==> src/hdl/dstu_pkg.sv <==
// Shared types and constants for the detector status table update block.
// Depends on nothing; used by dstu_ctrl, dstu_dp, the top level and the testbench.
package dstu_pkg;

    localparam int CHANNELS_PER_GROUP = 8;
    localparam int CHANNEL_COUNT      = 1024;
    localparam int IX_W               = $clog2(CHANNEL_COUNT);
    localparam int CHAN_W             = 8;
    localparam int GROUP_W            = 11;
    localparam int WIDE_W             = GROUP_W + $clog2(CHANNELS_PER_GROUP) + 2;
    localparam int OUT_IX_W           = 10;

    localparam logic [3:0] LIMIT_RESET = 4'd1;

    localparam logic [7:0] KIND_NONE    = 8'h00;
    localparam logic [7:0] KIND_CURRENT = 8'h01;
    localparam logic [7:0] KIND_TEMP    = 8'h02;

    localparam logic [1:0] REC_NONE    = 2'd0;
    localparam logic [1:0] REC_CURRENT = 2'd1;
    localparam logic [1:0] REC_TEMP    = 2'd2;

    localparam logic [7:0] CODE_NORMAL   = 8'h00;
    localparam logic [7:0] CODE_ALARM    = 8'h01;
    localparam logic [7:0] CODE_REPORT   = 8'h02;
    localparam logic [7:0] CODE_FAULT    = 8'h03;
    localparam logic [7:0] CODE_SETPOINT = 8'hF2;

    // One channel record, one memory word.
    typedef struct packed {
        logic [1:0]  kind;
        logic        normal;
        logic        alarm;
        logic        fault;
        logic [3:0]  cur_rep;
        logic [3:0]  tmp_rep;
        logic [15:0] cur_read;
        logic [7:0]  tmp_read;
        logic        cur_lock;
        logic [15:0] cur_held;
        logic        tmp_lock;
        logic [7:0]  tmp_held;
        logic [15:0] cur_set;
        logic [7:0]  tmp_set;
    } t_rec;

    // Controller to datapath.
    typedef struct packed {
        logic clr_wr;   // write zero record at sweep address, step sweep
        logic accept;   // capture input beat, read record
        logic commit;   // write back record, load result register
    } t_cmd;

    // Datapath to controller.
    typedef struct packed {
        logic clr_last; // sweep at final entry
        logic out_free; // result register can take a new beat
    } t_sts;

endpackage

==> src/hdl/dstu_ctrl.sv <==
// Controller FSM: clearing sweep after reset, then accept / update per item.
// Depends on dstu_pkg.
module dstu_ctrl (
    input  logic          i_clk,
    input  logic          i_rst_n,
    input  logic          i_in_valid,
    output logic          o_in_stall,
    input  dstu_pkg::t_sts i_sts,
    output dstu_pkg::t_cmd o_cmd
);

    typedef enum logic [2:0] {
        S_CLEAR = 3'b001,
        S_IDLE  = 3'b010,
        S_UPD   = 3'b100
    } t_state;

    t_state r_state;
    t_state n_state;

    always_comb begin
        n_state      = r_state;
        o_cmd.clr_wr = 1'b0;
        o_cmd.accept = 1'b0;
        o_cmd.commit = 1'b0;
        unique case (r_state)
            S_CLEAR: begin
                o_cmd.clr_wr = 1'b1;
                if (i_sts.clr_last) begin
                    n_state = S_IDLE;
                end
            end
            S_IDLE: begin
                if (i_in_valid) begin
                    o_cmd.accept = 1'b1;
                    n_state      = S_UPD;
                end
            end
            S_UPD: begin
                if (i_sts.out_free) begin
                    o_cmd.commit = 1'b1;
                    n_state      = S_IDLE;
                end
            end
            default: begin
                n_state = S_CLEAR;
            end
        endcase
    end

    assign o_in_stall = (r_state != S_IDLE);

    always_ff @(posedge i_clk) begin
        if (!i_rst_n) begin
            r_state <= S_CLEAR;
        end else begin
            r_state <= n_state;
        end
    end

endmodule

==> config.mk <==
export PLATFORM = sky130hd
export DESIGN_NAME = dstu_ctrl
export DESIGN_NICKNAME = d
export VERILOG_FILES = /design/src/hdl/dstu_pkg.sv /design/src/hdl/dstu_ctrl.sv
export SDC_FILE = /design/constraint.sdc
export NUM_CORES = 1
export LEC_CHECK = 0
export BUFFER_PORTS_ARGS = -buffer_cell sky130_fd_sc_hd__buf_4
export CELL_PAD_IN_SITES_DETAIL_PLACEMENT = 0
export CELL_PAD_IN_SITES_GLOBAL_PLACEMENT = 1
export CORE_AREA = 2 2 39 41
export CTS_CLUSTER_DIAMETER = 120
export DETAILED_ROUTE_END_ITERATION = 16
export DIE_AREA = 0 0 41 43
export PLACE_DENSITY = 0.36
export SLEW_MARGIN = 15
export SYNTH_ARGS = -nofsm -noshare
export SYNTH_HDL_FRONTEND = slang
export SYNTH_SLANG_ARGS = --single-unit
export TNS_END_PERCENT = 1
==> constraint.sdc <==
create_clock -name i_clk -period 1.2 [get_ports i_clk]
set_input_delay 0.18 -clock i_clk [delete_from_list [all_inputs] [get_ports i_clk]]
set_output_delay 0.18 -clock i_clk [all_outputs]
set_load 0.03 [all_outputs]
# Word-level counts from Yosys, hierarchy flattened
# Index checks and enable logic that the tools add are counted.
totals:
  output_inout_bits: 4
  wordCells: 18
  reg_bits: 3
classes:
  n_reduce_logical: 1
  eq_ne: 7
  mux: 9
ops:
  columns: ["cell", "count"]
  rows:
  - ["2-to-1 mux 3 bit", 3]
  - ["case mux 3 bit (3 select lines)", 1]
  - ["inequality test 2 bit, second input constant", 3]
  - ["2-to-1 mux 1 bit", 5]
  - ["== test 3 x 1 -> 1 bit, second input constant", 1]
  - ["== test 3 x 2 -> 1 bit, second input constant", 1]
  - ["== test 3 bit, second input constant", 1]
  - ["inequality test 3 x 2 -> 1 bit, second input constant", 1]
  - ["AND reduction 3 bit", 1]

# Longest topological paths before layout
# Gate-level depths: netlist of run 1.
depth:
  depth_word: 3
  depth_mapped: 3
  mapped_depth_nobuf: 3

# Worst setup path before layout of run 1
# Ideal clock, no wire load.
synth_path:
  kind: "register to register"
  from: "register r_state[0]"
  to: "register r_state[0]"
  slack_ns: -0.373
  synth_period_minus_slack_ns: 1.573
  path_stages_with_launch: 4
  required_ns: 1.078
  n_path_buf: 0
  setup_time_ns: 0.122
  t_arrival_ns: 1.452
  cell_sequence: "dfxtp_1 -> nor3b_1 -> and2_1 -> o21ai_0"
synth_between:
  elab_chain_cells: 3
  elab_cells_between_ends: 8
  cone_classes: "eq/ne (6); mux (1); reduce/logical (1)"
synth_lines:
  columns: ["element", "line_no", "source"]
  rows:
  - ["start, declared", "dstu_ctrl.sv:18", "t_state r_state;"]
  - ["start signal, assigned", "dstu_ctrl.sv:57", "r_state <= n_state;"]
  - ["== test 3 x 1 -> 1 bit, or another cell as far along", "dstu_ctrl.sv:26", "unique case (r_state)"]
  - ["inequality test 2 bit (no source line)", null, null]
  - ["AND reduction 3 bit (no source line)", null, null]
# Several ways; a longest one is shown, not always the timed one.
# A chain may end at the register's enable or synchronous reset.

==> results of run 1 <==
## Yosys cell counts
master	number
nand2b_4	1
inv_1	1
o21ai_0	1
nand2b_1	1
a21oi_1	1
nor3b_1	2
and2_1	1
o31a_1	1
or3b_4	1
nor2_1	1
o22ai_1	1
and3b_2	1
dfxtp_1	3
nor2_2	1
## metrics by stage
| stage | utilization, % | area, um2 | instances | setup slack [ns] | power [W] |
|---|---|---|---|---|---|
| after detailed placement | 20.34 | 281.5 | 44 | 0.03907 | 0.0001780 |
| after CTS | 24.68 | 341.6 | 50 | -0.1709 | 0.0003716 |
| after global placement | 20.34 | 281.5 | 44 | 0.03166 | 0.0001788 |
| after global routing | 24.95 | 345.3 | 50 | -0.2182 | 0.0003942 |
| after floorplan | - | 178.9 | 17 | -0.04859 | 0.0001459 |
| final | 24.95 | 345.3 | 50 | -0.1603 | 0.0003588 |
## final cells by class
| cell class | instances | area (um2) | area share [%] |
|---|---|---|---|
| well taps | 16 | 20.02 | 5.797 |
| inverters | 1 | 3.754 | 1.087 |
| flip-flops and latches | 3 | 61.31 | 17.75 |
| repair buffers | 13 | 112.6 | 32.61 |
| multi-input cells | 13 | 121.4 | 35.14 |
| clock buffers | 4 | 26.28 | 7.609 |
## where the power goes
part	switching (W)	internal [W]	total, W
combinational	0.0000331	0.0000402	0.0000733
clock	0.0000514	0.000125	0.000176
sequential	0.00000334	0.000106	0.000110
## logic make-up after synthesis
| family | Yosys count | share of synthesized area (%) |
|---|---|---|
| compound gates | 4 | 15.50 |
| buf+inv | 1 | 2.323 |
| flops | 3 | 37.21 |
| simple gates | 9 | 44.96 |
## how the worst max path moves through the flow
| stage | start | endpoint | slack, ns | cells past startpoint |
|---|---|---|---|---|
| global placement | r_state[1] | o_cmd[0] | 0.03 | 4 |
| detailed placement | r_state[1] | o_cmd[0] | 0.04 | 4 |
| finish | r_state[1] | o_cmd[1] | -0.16 | 3 |
| CTS | r_state[1] | o_cmd[1] | -0.17 | 3 |
| floorplan | r_state[0] | r_state[0] | -0.05 | 3 |
| global route | r_state[1] | o_cmd[0] | -0.22 | 4 |
## what timing repair did
action | in CTS | in global routing
endpoints found under the setup margin | 4 | 4
hold buffers | 0 | 0
cloned | 0 | 0
setup buffers | 2 | 0
resized for setup | 5 | 1
pin swaps | 3 | 0
## worst max-delay path: cells and delay by family, from the launching register on
kind,cells,cell delay [ns]
flip-flops,1,0.32
AND/OR/NAND/NOR,2,0.50
buffers and inverters,1,0.13
## metal layers
layer  global-route usage, %  vias to the layer above  share of wire [%]
li1                        -                       94                  -
met1                   5.431                       84                 37
met2                   11.25                        7                 55
met3                   4.712                        0                7.9
met4                   6.000                        0                  0
met5                       0                        -                  0
==> out/metrics.cfg, run 1 <==
[routing]
firstDrtPassIters=1
wl_per_cell_um=9.660
route.detailed.drc=0
ant_nets=0
routed_wl_um=483
vias=185
vias_per_cell=3.700
first_iter_violations=0

[sta]
drv_slew=0
max_freq_ghz=0.7352
relSlewSlack_pct=87.69
layout_setup_ws_ns=-0.1603
fin_tns_setup_ns=-0.4258
hold_ws_ns=0.1625
setup_violations=4
period_minus_slack_ns=1.360
tightest_slew_ns=0.1844
finClkSkew_ns=0.0001912
period_share_pct=113.4
hold_violations=0
rsz0062_at_grt=yes

[power_and_ir_drop]
ir_drop_uv=477.2
p_leak_nw=0.1540
power_density_nw_per_um2=1039

[synthesis]
syn_area_um2=161.4
synth_top_area_share_pct=37.21
synthCells=17
yosys-top-cells-area=dfxtp_1, nor3b_1, nand2b_4, or3b_4, and3b_2
yosys_warnings=0
synth-seq-cells=3
synth_nets=22
ys_types=14
ys_seq_area_share_pct=37.21
syn_area_per_cell_um2=9.494
yosysTopAreaCell=dfxtp_1

[finish]
drive_gt1_share_pct=70.59
n_antenna_cell=0
area_growth_pct=114.0
final_common_cell=buf_4
largestRegisters=r_state x3
final_net_count=40
regMostFlops=r_state
largest_reg_flops=3
nFillCells=162
mostFrequentLayoutCells=buf_4, buf_6, clkbuf_4, dfxtp_1

[global_routing]
antenna_found_initial=0
grtUsageTotal_pct=7.114
grt_pass1_vias=222
grt_pass1_wl_um=786
grt_overflow=0
grt_max_degree=4

[floorplanning]
start_util_pct=11.66
core_area_um2=1384
pin_count=9
die_w_um=41
die_h_um=43
rows=14
dieArea_um2=1763

[worst_setup_path]
arrival_ns=1.18
reg2reg_to=r_state[1]
crit_path_start_kind=register
crit_path_top_delay_cell=or3b_4
endpoint_kind=output pin
worstPathCellList=or3b_4 > nor2_4 > buf_6
reg2reg_setup_slack_ns=0.06
r2r_cells=4
max_stage_delay_ns=0.41
cp.required_ns=1.02
worstPathMaxFanout=3
crit_type=reg2out
reg2reg_from=r_state[1]

[clock_network]
cts_tree=done
htree_levels=1
root_buffer=clkbuf_4
path_clk_slew_ns=0.04
cts.sinks=3
numCtsBuffers=3
clk_path_buf_depth=2
clk_latency_ns=0.23

[min_path]
hp-start=i_rst_n
holdPathEnd=r_state[0]
holdCritPathClass=in2reg
whs_path_depth=2

[status]
outcome=finished, violations left
violations=negative setup slack

[place]
io_buffers=8
dpl.hpwl_um=375.4
gp_congestion=0.7100

[flow_run]
cap_viol_max_count=0

Note: power is estimated with default switching activity, not from simulation.
==> run 2, diff against run 1 <==
SKIP_LAST_GASP = 1   (was unset)
clock period = 1.3 ns   (was 1.2 ns; I/O delays follow)
==> run 2 against run 1 <==
Against the previous run:
- the run still ends with negative setup slack left
- flip-flop and latch count unchanged
- die area unchanged
- clock skew up 0.0013 ns
- register-to-register slack better by 0.21 ns
- cell count down 8.0%
- utilization down 4.4 points
- power down 11%
- design area down 18%
- sequential share of layout area up 4.7 points
==> out/metrics.cfg, run 2 (same netlist as run 1, synthesis figures left out) <==
[sta]
relSlewSlack_pct=80.37
setup_violations=3
period_share_pct=109.2
drv_slew=0
hold_violations=0
period_minus_slack_ns=1.420
tightest_slew_ns=0.2938
fin_tns_setup_ns=-0.2506
finClkSkew_ns=0.001487
rsz0062_at_grt=yes
max_freq_ghz=0.7041
layout_setup_ws_ns=-0.1202

[global_routing]
grt_max_degree=6
grt_pass1_vias=177
grtUsageTotal_pct=5.918
antenna_found_initial=0
grt_overflow=0
grt_pass1_wl_um=648

[worst_setup_path]
worstPathMaxFanout=5
crit_path_start_kind=register
max_stage_delay_ns=0.41
worstPathCellList=or3b_4 > nor2_1 > buf_4
cp.required_ns=1.11
crit_path_top_delay_cell=or3b_4
critPathBufInv=1
endpoint_kind=output pin
arrival_ns=1.23
path_depth=3
r2r_cells=3
crit_type=reg2out
path_delay_family=simple AND/OR/NAND/NOR gates

[finish]
drive_gt1_share_pct=66.67
largest_reg_flops=3
final_common_cell=buf_4
final_util_pct=20.52
design_area_um2=284.0
final_net_count=36
layoutNonFillerInstCount=46
largestRegisters=r_state x3
regMostFlops=r_state
area_growth_pct=75.97
n_antenna_cell=0
mostFrequentLayoutCells=buf_4, clkbuf_4, dfxtp_2

[flow_run]
cap_viol_max_count=0

[status]
violations=negative setup slack
outcome=finished, violations left

[clock_network]
cts_tree=done
root_buffer=clkbuf_4
path_clk_slew_ns=0.04
clk_path_buf_depth=2
htree_levels=1
clk_latency_ns=0.23
numCtsBuffers=3
cts.sinks=3

[floorplanning]
start_util_pct=11.66
die_w_um=41
pin_count=9
die_h_um=43
dieArea_um2=1763
rows=14
core_area_um2=1384

[routing]
wl_per_cell_um=8.478
ant_nets=0
firstDrtPassIters=2
vias_per_cell=3.696
route.detailed.drc=0
vias=170
first_iter_violations=5
routed_wl_um=390

[place]
gp_congestion=0.6377
io_buffers=8
post_dp_cell_area_um2=246.5
placed_cells=41
preCtsSetupSlack_ns=0.07410

[power_and_ir_drop]
power_density_nw_per_um2=1125
p_leak_nw=0.1228
ir_drop_uv=507.2

[min_path]
holdCritPathClass=in2reg
whs_path_depth=2

==> run 2: changes by cell type in the layout (fill, tap and decap cells not counted), sizes merged <==
| cell | delta |
|---|---|
| buf | -4 |
==> run 2: routing by layer <==
metal  vias up  track usage, %  routed length (um)
met2         4           7.187                 208
met5         -               0                   0
met4         0           6.000                   0
met1        80           6.731                 156
li1         86               -                   -
met3         0           3.141                  25
==> run 2: report_power, final <==
part	internal, W	switching, W	total [W]
logic	0.0000294	0.0000243	0.0000536
clock network	0.000115	0.0000478	0.000163
registers	0.0000986	0.00000444	0.000103
total	0.000243	0.0000765	0.000319
==> run 2: stage by stage <==
step | total power [W] | hold slack (ns)
5_1_grt | 0.0003424 | 0.2013
3_5_place_dp | 0.0001550 | 0.4282
3_3_place_gp | 0.0001550 | 0.4116
4_1_cts | 0.0003305 | 0.1791
6_report | 0.0003194 | 0.1813
2_1_floorplan | 0.0001326 | 0.2712
==> run 2: path summary, 6_finish.rpt <==
kind | start | endpoint | slack (ns)
max | r_state[0] | o_cmd[1] | -0.12
min | i_rst_n | r_state[0] | 0.18
max reg2reg | r_state[0] | r_state[1] | 0.27
min reg2reg | r_state[0] | r_state[0] | 0.57
==> run 2: final cells by class <==
type                            count  area, um2
Sequential cell                     3      63.81
Tap cell                           16      20.02
Inverter                            1      3.754
Clock buffer                        4      26.28
Fill cell                         165       1100
Timing Repair Buffer                9      67.56
Multi-Input combinational cell     13      102.6
==> run 2: timing repair <==
item / in CTS / in global routing
gates resized for setup: 3 / 0
pin swaps: 0 / 0
setup buffers: 1 / 0
setup endpoints to repair: 3 / 3
hold buffers: 0 / 0
==> run 2: worst reg2reg max path, cell delays in order, from the launching register on <==
cell	delay [ns]
dfxtp_2	0.33
nor3b_2	0.15
and2_1	0.16
o31a_1	0.27
==> run 3, diff against run 2 <==
CELL_PAD_IN_SITES_DETAIL_PLACEMENT = unset   (was 0)
CELL_PAD_IN_SITES_GLOBAL_PLACEMENT = unset   (was 1)
PLACE_DENSITY = 0.3   (was 0.36)
SLEW_MARGIN = unset   (was 15)
==> run 3 against run 2 <==
Against the previous run:
- critical path type unchanged
- global-route usage is 0.69 points lower
- die area stayed put
- via count shrank 2.4%
- the flow still finishes with violations (negative setup slack)
- critical path depth unchanged
- count of clock-buffer cells in the layout unchanged
- highest routed layer is now met4
==> out/metrics.cfg, run 3 (same netlist as run 1, synthesis figures left out) <==
[status]
outcome=finished, violations left
violations=negative setup slack

[routing]
routed_wl_um=384
ant_nets=0
vias=166
firstDrtPassIters=2
vias_per_cell=3.609
wl_per_cell_um=8.348
first_iter_violations=2
route.detailed.drc=0

[sta]
tightest_slew_ns=0.2541
finClkSkew_ns=0.00007883
rsz0062_at_grt=yes
relSlewSlack_pct=83.02
drv_slew=0
max_freq_ghz=0.7026
hold_violations=0
period_share_pct=109.5
period_minus_slack_ns=1.423
setup_violations=3
layout_setup_ws_ns=-0.1234
fin_tns_setup_ns=-0.2359

[floorplanning]
core_area_um2=1384
dieArea_um2=1763
pin_count=9
die_h_um=43
die_w_um=41
start_util_pct=11.66
rows=14

[place]
preCtsSetupSlack_ns=0.07536
dpl.hpwl_um=297.7
io_buffers=8
gp_congestion=0.5504

[worst_setup_path]
crit_path_start_kind=register
cp.required_ns=1.11
reg2reg_from=r_state[2]
arrival_ns=1.23
endpoint_kind=output pin
worstPathMaxFanout=4
reg2reg_to=r_state[1]
crit_type=reg2out
reg2reg_setup_slack_ns=0.17
r2r_cells=4

[finish]
regMostFlops=r_state
largest_reg_flops=3
largestRegisters=r_state x3
final_net_count=36
n_antenna_cell=0
drive_gt1_share_pct=63.33
nFillCells=162
area_growth_pct=75.19
final_common_cell=buf_4
mostFrequentLayoutCells=buf_4, clkbuf_4, dfxtp_2

[clock_network]
cts.sinks=3
root_buffer=clkbuf_4
clk_path_buf_depth=2
numCtsBuffers=3
cts_tree=done
clk_latency_ns=0.23
htree_levels=1
path_clk_slew_ns=0.04

[min_path]
holdPathEnd=r_state[0]
hp-start=i_rst_n
whs_path_depth=2
holdCritPathClass=in2reg

[power_and_ir_drop]
power_density_nw_per_um2=1112
ir_drop_uv=219.4
p_leak_nw=0.1221

[global_routing]
grtUsageTotal_pct=5.226
grt_max_degree=6
grt_overflow=0
grt_pass1_wl_um=496
grt_pass1_vias=160
antenna_found_initial=0

[flow_run]
cap_viol_max_count=0

==> run 3: cell count changes in the layout (fill, tap and decap cells not counted) <==
cell     previous run  this run
dfxtp_1             0         1
dfxtp_2             3         2
==> run 3: area by class of cell <==
| type | instances | area, um2 | share of cell area, % |
|---|---|---|---|
| clock buffer | 4 | 26.28 | 9.292 |
| inverter | 1 | 3.754 | 1.327 |
| multi-input combinational | 13 | 102.6 | 36.28 |
| sequential | 3 | 62.56 | 22.12 |
| tap | 16 | 20.02 | 7.080 |
| timing repair buffer | 9 | 67.56 | 23.89 |
==> run 3: what timing repair did <==
action                     CTS  global route
cloned                       0             0
buffers inserted             1             0
setup endpoints to repair    3             3
pin swaps                    1             0
gates resized for setup      2             0
hold buffers                 0             0
==> run 3: report_power, final <==
group / switching [W] / total (W) / internal (W)
clock network: 0.0000458 / 0.000161 / 0.000115
logic: 0.0000229 / 0.0000505 / 0.0000276
registers: 0.00000519 / 0.000103 / 0.0000981
==> run 3: worst max-delay path by stage <==
stage | slack [ns] | cells past startpoint | endpoint | startpoint
after floorplan | -0.25 | 3 | r_state[1] | r_state[2]
after global placement | 0.08 | 3 | o_cmd[1] | r_state[1]
after detailed placement | 0.08 | 3 | o_cmd[1] | r_state[1]
after CTS | -0.14 | 3 | o_cmd[1] | r_state[2]
after global routing | -0.15 | 3 | o_cmd[1] | r_state[2]
final | -0.12 | 3 | o_cmd[1] | r_state[2]
==> run 3: critical path, stage by stage, from the launching register on <==
cell and delay, ns:
dfxtp_2 0.34, or3b_4 0.41, nor2_1 0.09, buf_4 0.16
==> run 3: metrics by stage <==
stage	power, W	hold WS, ns	util, %	area [um2]	instances
floorplan	0.0001326	0.2712	-	166.4	17
detailed placement	0.0001545	0.4128	17.81	246.5	41
global placement	0.0001555	0.4315	17.81	246.5	41
finish	0.0003145	0.1730	20.43	282.8	46
CTS	0.0003288	0.1653	20.43	282.8	46
global route	0.0003352	0.1844	20.43	282.8	46
==> run 3: metal layers <==
metal | GRT usage [%] | vias up | part of all wire, % | wire length (um)
li1 | - | 85 | - | -
met2 | 6.875 | 7 | 52 | 199
met3 | 3.141 | 2 | 14 | 55
met5 | 0 | - | 0 | 0
met1 | 2.903 | 72 | 32 | 122
met4 | 10.00 | 0 | 1.6 | 6
